$ cat config.mk
export PLATFORM = sky130hd
export DESIGN_NAME = dcrb_exec
export DESIGN_NICKNAME = d
export VERILOG_FILES = /design/src/dcrb_pkg.sv /design/src/dcrb_exec.sv
export VERILOG_INCLUDE_DIRS = /design/src /design/src/src
export SDC_FILE = /design/constraint.sdc
export NUM_CORES = 1
export LEC_CHECK = 0
export ABC_AREA = 1
export BUFFER_PORTS_ARGS = -buffer_cell sky130_fd_sc_hd__buf_2
export CORE_ASPECT_RATIO = 0.7
export CORE_UTILIZATION = 50
export CTS_BUF_LIST = sky130_fd_sc_hd__clkbuf_16
export DETAILED_ROUTE_END_ITERATION = 8
export PLACE_DENSITY = 0.81
export SYNTH_ARGS = -nofsm -noshare
export SYNTH_HDL_FRONTEND = slang
export SYNTH_SLANG_ARGS = --single-unit
$ cat constraint.sdc
create_clock -name clk -period 4.5 [get_ports clk]
set_clock_uncertainty 0.1 [all_clocks]
set_input_delay 0.675 -clock clk [delete_from_list [all_inputs] [get_ports clk]]
set_output_delay 0.675 -clock clk [all_outputs]
set_load 0.005 [all_outputs]
$ cat src/display_ctrl_register_block_core_assert.svh
// Assertion macros shared by the display controller register block modules.
`ifndef DISPLAY_CTRL_REGISTER_BLOCK_CORE_ASSERT_SVH
`define DISPLAY_CTRL_REGISTER_BLOCK_CORE_ASSERT_SVH
`ifndef SYNTH
// check a property on every clock edge outside reset
`define DCRB_ASSERT(lbl, prop, msg) \
    lbl: assert property (@(posedge clk) disable iff (!rst_n) prop) else $error(msg);
// check that a condition never holds outside reset
`define DCRB_ASSERT_NEVER(lbl, cond, msg) \
    lbl: assert property (@(posedge clk) disable iff (!rst_n) !(cond)) else $error(msg);
`else
`define DCRB_ASSERT(lbl, prop, msg)
`define DCRB_ASSERT_NEVER(lbl, cond, msg)
`endif
`endif

$ cat src/dcrb_pkg.sv
// Types, constants and address helpers for the display controller register block.
`default_nettype none
package dcrb_pkg;

    localparam int REG_WORDS = 268;
    localparam int IDX_W     = $clog2(REG_WORDS);

    localparam int IN_TDATA_W  = 56;
    localparam int OUT_TDATA_W = 40;
    localparam int KIND_W      = 2;

    localparam logic [15:0] BASE_ADDR  = 16'h1240;
    localparam logic [15:0] CFG0_ADDR  = 16'h1240;
    localparam logic [15:0] CFG1_ADDR  = 16'h1250;
    localparam logic [15:0] INT_ADDR   = 16'h1570;
    localparam logic [15:0] INOUT_ADDR = 16'h1650;
    localparam logic [15:0] CONF_ADDR  = 16'h1660;
    localparam logic [15:0] GPIO_SPAN  = 16'h0007;
    localparam logic [15:0] SPAN_BYTES = 16'(4 * REG_WORDS);

    localparam logic [IDX_W-1:0] INT_IDX   = IDX_W'((INT_ADDR - BASE_ADDR) >> 2);
    localparam logic [IDX_W-1:0] INOUT_IDX = IDX_W'((INOUT_ADDR - BASE_ADDR) >> 2);
    localparam logic [IDX_W-1:0] CONF_IDX  = IDX_W'((CONF_ADDR - BASE_ADDR) >> 2);

    localparam logic [31:0] CFG_CLR_MASK  = 32'h0000_0880;
    localparam logic [31:0] INT_HI_MASK   = 32'hffff_0000;
    localparam logic [31:0] GPIO_RST_WORD = 32'h0000_000f;
    localparam logic [3:0]  GPIO_RST      = 4'hf;
    localparam logic [6:0]  VS_HEAD1      = 7'h01;
    localparam logic [6:0]  VS_HEAD0      = 7'h04;

    typedef enum logic [KIND_W-1:0] {
        KIND_READ  = 2'd0,
        KIND_WRITE = 2'd1,
        KIND_FRAME = 2'd2,
        KIND_GPIO  = 2'd3
    } kind_t;

    typedef struct packed {
        kind_t       kind;
        logic [15:0] address;
        logic [31:0] write_data;
        logic        head;
        logic [1:0]  gpio_line;
        logic        gpio_level;
    } item_t;

    typedef struct packed {
        logic             we;
        logic [IDX_W-1:0] addr;
        logic [31:0]      data;
    } mem_wr_t;

    typedef struct packed {
        logic             we;
        logic [IDX_W-1:0] waddr;
        logic [31:0]      wdata;
        logic             re;
        logic [IDX_W-1:0] raddr;
    } mem_req_t;

    typedef struct packed {
        logic [31:0] read_data;
        logic        irq;
        logic [3:0]  gpio_drive;
    } res_t;

    function automatic logic in_range(input logic [15:0] a);
        return (a >= BASE_ADDR) && ((a - BASE_ADDR) < SPAN_BYTES);
    endfunction

    function automatic logic [IDX_W-1:0] word_index(input logic [15:0] a);
        logic [15:0] off;
        off = a - BASE_ADDR;
        return off[IDX_W+1:2];
    endfunction

endpackage
`default_nettype wire

$ cat src/dcrb_exec.sv
// Item execution: decode, side registers (heads, irq, gpio) and write-back word.
`default_nettype none
`include "display_ctrl_register_block_core_assert.svh"
module dcrb_exec (
    input  logic                 clk,
    input  logic                 rst_n,
    input  logic                 commit,
    input  dcrb_pkg::item_t      item,
    input  logic [31:0]          rdata,
    output dcrb_pkg::mem_wr_t    wr,
    output dcrb_pkg::res_t       res
);
    import dcrb_pkg::*;

    logic [1:0]  buf_idx_reg,  buf_idx_next;
    logic [1:0]  enable_reg,   enable_next;
    logic [6:0]  status_reg,   status_next;
    logic [6:0]  mask_reg,     mask_next;
    logic        irq_reg,      irq_next;
    logic [3:0]  in_lvl_reg,   in_lvl_next;
    logic [3:0]  gpio_drv_reg, gpio_drv_next;
    logic [3:0]  old_conf_reg, old_conf_next;
    logic [31:0] conf_reg,     conf_next;
    logic [3:0]  inout_reg,    inout_next;

    logic             in_rng;
    logic [IDX_W-1:0] idx;
    logic             h;
    logic             is_int;
    logic             is_cfg;
    logic             inout_rng;
    logic             conf_rng;
    logic             bi_flip;
    logic [31:0]      gpio_word;
    logic [31:0]      rd;

    always_comb
    begin
        buf_idx_next  = buf_idx_reg;
        enable_next   = enable_reg;
        status_next   = status_reg;
        mask_next     = mask_reg;
        irq_next      = irq_reg;
        in_lvl_next   = in_lvl_reg;
        gpio_drv_next = gpio_drv_reg;
        old_conf_next = old_conf_reg;
        conf_next     = conf_reg;
        inout_next    = inout_reg;

        in_rng    = in_range(item.address);
        idx       = word_index(item.address);
        h         = item.address[4];
        is_int    = (item.address == INT_ADDR);
        is_cfg    = (item.address == CFG0_ADDR) || (item.address == CFG1_ADDR);
        inout_rng = (item.address >= INOUT_ADDR) && (item.address <= INOUT_ADDR + GPIO_SPAN);
        conf_rng  = (item.address >= CONF_ADDR) && (item.address <= CONF_ADDR + GPIO_SPAN);
        bi_flip   = buf_idx_reg[h] ^ item.write_data[7];
        gpio_word = (conf_reg & {28'b0, in_lvl_reg}) | (~conf_reg & rdata);

        wr.we   = 1'b0;
        wr.addr = idx;
        wr.data = item.write_data;
        rd      = '0;

        unique case (item.kind)
            KIND_READ:
            begin
                if (in_rng)
                begin
                    if (is_int)
                    begin
                        rd = (rdata & INT_HI_MASK) | {25'b0, status_reg};
                    end
                    else if (item.address == INOUT_ADDR)
                    begin
                        rd            = gpio_word;
                        gpio_drv_next = gpio_word[3:0];
                    end
                    else
                    begin
                        rd = rdata;
                    end
                end
            end
            KIND_WRITE:
            begin
                wr.we = in_rng;
                // keep shadows of the words the side logic looks at
                if (in_rng && idx == INT_IDX)
                begin
                    mask_next = item.write_data[22:16];
                end
                if (in_rng && idx == INOUT_IDX)
                begin
                    inout_next = item.write_data[3:0];
                end
                if (in_rng && idx == CONF_IDX)
                begin
                    conf_next = item.write_data;
                end

                if (is_int)
                begin
                    status_next = '0;
                    irq_next    = 1'b0;
                end
                else if (is_cfg)
                begin
                    enable_next[h]  = item.write_data[8];
                    buf_idx_next[h] = bi_flip;
                    wr.data = (item.write_data & ~CFG_CLR_MASK) | {20'b0, bi_flip, 11'b0};
                end
                else if (inout_rng)
                begin
                    gpio_drv_next = (conf_next[3:0] & in_lvl_reg) | (~conf_next[3:0] & inout_next);
                end
                else if (conf_rng)
                begin
                    // latch input bits whose line just turned to input
                    in_lvl_next   = in_lvl_reg
                                  | ((old_conf_reg ^ conf_next[3:0]) & conf_next[3:0]);
                    old_conf_next = conf_next[3:0];
                    gpio_drv_next = (conf_next[3:0] & in_lvl_next)
                                  | (~conf_next[3:0] & inout_next);
                end
            end
            KIND_FRAME:
            begin
                if (enable_reg[item.head])
                begin
                    status_next = status_reg | (item.head ? VS_HEAD1 : VS_HEAD0);
                    irq_next    = |(mask_reg & status_next);
                end
            end
            KIND_GPIO:
            begin
                in_lvl_next[item.gpio_line] = item.gpio_level;
            end
            default:
            begin
            end
        endcase

        res.read_data  = rd;
        res.irq        = irq_next;
        res.gpio_drive = gpio_drv_next;
    end

    always_ff @(posedge clk or negedge rst_n)
    begin
        if (!rst_n)
        begin
            buf_idx_reg  <= '0;
            enable_reg   <= '0;
            status_reg   <= '0;
            mask_reg     <= '0;
            irq_reg      <= 1'b0;
            in_lvl_reg   <= GPIO_RST;
            gpio_drv_reg <= GPIO_RST;
            old_conf_reg <= '0;
            conf_reg     <= GPIO_RST_WORD;
            inout_reg    <= GPIO_RST;
        end
        else if (commit)
        begin
            buf_idx_reg  <= buf_idx_next;
            enable_reg   <= enable_next;
            status_reg   <= status_next;
            mask_reg     <= mask_next;
            irq_reg      <= irq_next;
            in_lvl_reg   <= in_lvl_next;
            gpio_drv_reg <= gpio_drv_next;
            old_conf_reg <= old_conf_next;
            conf_reg     <= conf_next;
            inout_reg    <= inout_next;
        end
    end

    `DCRB_ASSERT(a_irq_needs_status, (status_reg == 7'd0) |-> !irq_reg, "irq high with no status")
    `DCRB_ASSERT(a_int_write_clears, commit && item.kind == KIND_WRITE && is_int |=> !irq_reg && status_reg == 7'd0, "interrupt write did not clear")
    `DCRB_ASSERT(a_conf_tracks, commit && item.kind == KIND_WRITE && conf_rng |=> old_conf_reg == conf_reg[3:0], "old conf out of step")

endmodule
`default_nettype wire

==> results of run 1 <==
-- final cells by class --
type | instances | area [µm²] | area share (%)
clock buffer | 9 | 225 | 4.23
multi-input combinational | 493 | 2300 | 43.3
timing repair buffer | 170 | 858 | 16.1
tap | 120 | 150 | 2.82
clock inverter | 7 | 55.1 | 1.03
inverter | 75 | 283 | 5.32
sequential | 57 | 1450 | 27.2
-- metrics by stage --
step	total power, mW	cell area, µm²
CTS	1.50	5320
global route	1.57	5320
detailed placement	0.851	5040
floorplan	0.746	4380
global placement	0.843	5040
finish	1.50	5320
-- worst max-delay path, cell delays in order --
cell and delay [ns]:
buf_2 0.14, inv_1 0.08, ha_1 0.28, inv_1 0.10
a21oi_1 0.17, nand3_1 0.11, nand2_1 0.09, inv_2 0.04
nor2_4 0.30, nand2_2 0.16, nor2_1 0.17, nand2_1 0.38
nor3_1 0.32, buf_2 0.17
-- worst paths after layout --
path	depth (start not counted)	end	slack, ns	start
max	14	res[6]	0.53	item[43]
min	2	conf_reg[31]	0.37	conf_reg[31]
max reg2reg	8	gpio_drv_reg[1]	2.89	in_lvl_reg[1]
min reg2reg	2	conf_reg[31]	0.37	conf_reg[31]
max in group asynchronous	2	conf_reg[18]	3.41	rst_n
min in group asynchronous	2	old_conf_reg[1]	0.39	rst_n
-- metal layers --
layer / vias up / track usage [%] / share of wire [%]
met5: - / 0 / 0
met4: 0 / 7.92 / 1.4
met3: 19 / 8.98 / 8.7
met2: 203 / 44.9 / 45
met1: 2170 / 41.2 / 45
li1: 2364 / - / -
-- report_power, final --
group,total (mW),internal (mW),switching [mW]
clock network,0.651,0.417,0.233
registers,0.578,0.556,0.0219
logic,0.271,0.103,0.168
-- placed cells by master (no fill, tap or decap), types with 2 or more instances in the layout --
| cell type | n |
|---|---|
| nor4_1 | 3 |
| clkinv_2 | 3 |
| inv_1 | 68 |
| nand2_2 | 10 |
| o22ai_1 | 4 |
| nor3_2 | 2 |
| nand4_1 | 13 |
| o21ai_1 | 9 |
| clkbuf_16 | 9 |
| ha_1 | 6 |
| a21oi_1 | 15 |
| nor2_2 | 4 |
| nand3b_1 | 3 |
| buf_2 | 167 |
| o21ai_0 | 41 |
| nand4_2 | 2 |
| nor2_1 | 56 |
| dfstp_2 | 16 |
| o2111ai_1 | 2 |
| nor3_1 | 8 |
| a31oi_1 | 3 |
| nor2_4 | 4 |
| nand2_1 | 273 |
| nand3_1 | 22 |
| buf_4 | 3 |
| inv_2 | 9 |
| dfrtp_1 | 41 |
-- cells by family (layout without fill, tap and decap cells) --
group / Yosys count / count (layout)
buffers and inverters: 127 / 261
AO/OA/AOI/OAI: 80 / 80
adder cells (fa/ha/maj): 6 / 6
AND/OR/NAND/NOR: 404 / 404
flip-flops: 57 / 57
XOR/XNOR: 3 / 3
==> reports/qor.yml, run 1 <==
outcome: "finished, final reports clean"
overflow: 0
synth_seq_area_share_pct: 33.0
worstMarginPinSlew_ns: 0.747
grt_max_degree: 58
finalNonFillerCells: 931
start_kind: "input pin"
p_leak_nw: 3.07
pre_cts_slack_ns: 0.597
max_freq_mhz: 252
grt_pass1_vias: 4240
cp.required_ns: 3.72
async_flop_share_pct: 100
synthTopCellsByCount: "273 x nand2_1, 65 x inv_1, 57 x nor2_1"
clock-root-buffer: "clkbuf_16"
h-tree-depth: 3
synth-compound-area-share_pct: 9.99
port_buffers: 167
synth_most_common_cell: "nand2_1"
gp_congestion: 0.932
cp_data_arrival_time_ns: 3.20
cts_num_sinks: 57
power.density_nw_per_um2: 282
post-route-util_pct: 62.8
clk_latency_ns: 0.33
max_cap_viol_count: 0
numCtsBuffers: 9
crit_type: "in -> out"
io_pins: 168
largest_reg_flops: 32
vias: 4756
dp_cells: 915
num-nets-final: 901
dieArea_um2: 9150
wirelength_mm: 13.0
rsz0062_at_grt: "false"
ant_nets: 0
dr.pass1.iters: 5
hp-class: "reg -> reg"
route.detailed.drc: 0
cp-end-kind: "primary output"
initialDrtViolationCount: 396
synth_edf_count: 0
cts_tree: "done"
clk_pin_slew_ns: 0.05
synth.area.top_cells: "dfrtp_1 23%, nand2_1 23%, dfstp_2 9.6%"
fill_cells: 810
syn_inst: 677
synth_nets: 772
viasPerCell: 5.11
hold_slack_ns: 0.371
min_period_ns: 3.97
post_cts_buffers: 0
syn_to_final_growth_pct: 21.4
synth_top_area_share_pct: 23.4
synth_top_family_by_area: "simple AND/OR/NAND/NOR gates"
synth_area_per_cell_um2: 6.47
antenna-diode-count: 0
synth_area_leader_cell: "dfrtp_1"
setup_slack_ns: 0.525
relSlewSlack_pct: 50.2
peakVddDrop_mv: 0.217
slew_violations: 0
critPathMaxFanout: 14
yosys-mux-area-fraction_pct: 0
finalSetupViolCount: 0
synth-simple-area-share_pct: 40.0
ys_ff_latch: 57
ys_types: 41
wire_per_inst_um: 14.0
yosysWarnings: 0
antenna_found_initial: 0
die_x_um: 114
hold_violations: 0
fin_crit_sh_pct: 88.3
synth-xor-area-share_pct: 0.771
drive_gt1_share_pct: 29.1
coreArea_um2: 8480
core.rowCount: 28
grt_pass1_wl_mm: 20.7
grt_use_total_pct: 29.7
cts_resized: 0
initial_core_util_pct: 51.7
synthAdderAreaFrac_pct: 1.71
cts_max_path_buffers: 2
holdBufCountCts: 0
synth_ff_type: "dfrtp_1"
dp_hpwl_mm: 10.1
fin_setup_tns_ns: 0
fp.dieH_um: 80.3
syn_area_um2: 4380
Note: power is estimated with default switching activity, not from simulation.
==> run 2, diff against run 1 <==
CTS_BUF_LIST = sky130_fd_sc_hd__clkbuf_4 sky130_fd_sc_hd__clkbuf_8   (was sky130_fd_sc_hd__clkbuf_16)
==> reports/qor.yml, run 2 (synthesis gave the netlist of run 1 again) <==
worstMarginPinSlew_ns: 0.724
p_switching_mw: 0.396
cts_resized: 0
drive_gt1_share_pct: 29.6
core.rowCount: 28
initialDrtViolationCount: 389
rsz0062_at_grt: "false"
cp_data_arrival_time_ns: 3.21
cts_max_path_buffers: 2
hp-class: "in -> async"
p_clk_share_pct: 36.9
reg2reg_setup_slack_ns: 2.93
ant_nets: 0
outcome: "finished, final reports clean"
p_int_mw: 0.946
wirelength_mm: 12.9
peakVddDrop_mv: 0.161
syn_to_final_growth_pct: 19.6
netSwitchingFraction_pct: 29.5
h-tree-depth: 3
crit_buf_inv: 5
grt_pass1_wl_mm: 20.4
post_cts_buffers: 0
antenna_found_initial: 0
finalNonFillerCells: 931
seq_area_um2: 1450
die_x_um: 114
hold_slack_ns: 0.372
start_kind: "input pin"
fill_cells: 818
dp_cells: 915
slowest_stage: "nand2_1"
relSlewSlack_pct: 51.7
max_cap_viol_count: 0
pwr-share-comb_pct: 20.1
num-nets-final: 901
cp-end-kind: "primary output"
final_cell_mix: "273 x nand2_1, 167 x buf_2, 65 x inv_1, 56 x nor2_1"
power.density_nw_per_um2: 256
grt_pass1_vias: 4166
seqPwrFrac_pct: 43.0
viasPerCell: 5.10
multi_input_area_um2: 2300
final_common_cell: "nand2_1"
fin_setup_tns_ns: 0
grt_use_total_pct: 28.9
critPathMaxFanout: 14
setup.worst_path.start: "item[43]"
r2r-start: "in_lvl_reg[1]"
vias: 4749
min_period_ns: 3.98
critPathTopFamily: "simple AND/OR/NAND/NOR gates"
route.detailed.drc: 0
slowest_delay_ns: 0.37
finalSetupViolCount: 0
cts_tree: "done"
holdBufCountCts: 0
clk_pin_slew_ns: 0.06
clk_latency_ns: 0.35
coreArea_um2: 8480
cts_num_sinks: 57
dieArea_um2: 9150
fin_crit_sh_pct: 88.5
io_pins: 168
overflow: 0
fp.dieH_um: 80.3
max_freq_mhz: 251
hold_violations: 0
p_leak_nw: 3.03
gp_congestion: 0.932
initial_core_util_pct: 51.7
totalPowerFinal_mw: 1.34
crit_chain: "buf_2 > inv_1 > ha_1 > inv_1 > a21oi_1 > nand3_1 > nand2_1 > inv_2 > nor2_4 > nand2_2 > nor2_1 > nand2_1 > nor3_1 > buf_2"
cp.required_ns: 3.72
dp_hpwl_mm: 10.1
antenna-diode-count: 0
numCtsBuffers: 9
grt_max_degree: 58
dr.pass1.iters: 5
wire_per_inst_um: 13.8
clock-root-buffer: "clkbuf_8"
port_buffers: 167
crit_type: "in -> out"
slew_violations: 0
largest_reg_flops: 32
## run 2: final cells by class
type,count,share of cell area (%)
sequential,57,27.6
timing repair buffer,170,16.4
clock inverter,3,0.764
tap,120,2.87
inverter,75,5.40
clock buffer,13,3.06
multi-input combinational,493,43.9
## run 2: through the flow
| stage | setup WS (ns) | instance area, µm² | utilization [%] |
|---|---|---|---|
| floorplan | 1.44 | 4380 | - |
| global placement | 0.647 | 5040 | 59.4 |
| detailed placement | 0.597 | 5040 | 59.4 |
| CTS | 0.596 | 5240 | 61.8 |
| global route | 0.312 | 5240 | 61.8 |
| finish | 0.517 | 5240 | 61.8 |
## run 2: worst paths after layout
| kind | endpoint | depth (start not counted) |
|---|---|---|
| worst max-delay path | res[6] | 14 |
| worst min-delay path | old_conf_reg[0] | 2 |
| worst max register to register | gpio_drv_reg[1] | 8 |
| worst min register to register | conf_reg[19] | 2 |
| max in group asynchronous | conf_reg[6] | 2 |
| min in group clk | conf_reg[19] | 2 |
## run 2: per-layer routing
metal	part of all wire [%]	track usage [%]	vias up
li1	-	-	2367
met1	47	40.8	2165
met2	44	43.5	191
met3	8.3	8.15	26
met4	1.5	7.53	0
met5	0	0	-
## run 2: power groups by stage
stage	clock network, mW	registers [mW]	logic (mW)
2_1_floorplan	0	0.578	0.168
3_3_place_gp	0	0.583	0.260
3_5_place_dp	0	0.584	0.267
4_1_cts	0.501	0.577	0.268
5_1_grt	0.524	0.581	0.302
6_report	0.495	0.577	0.270
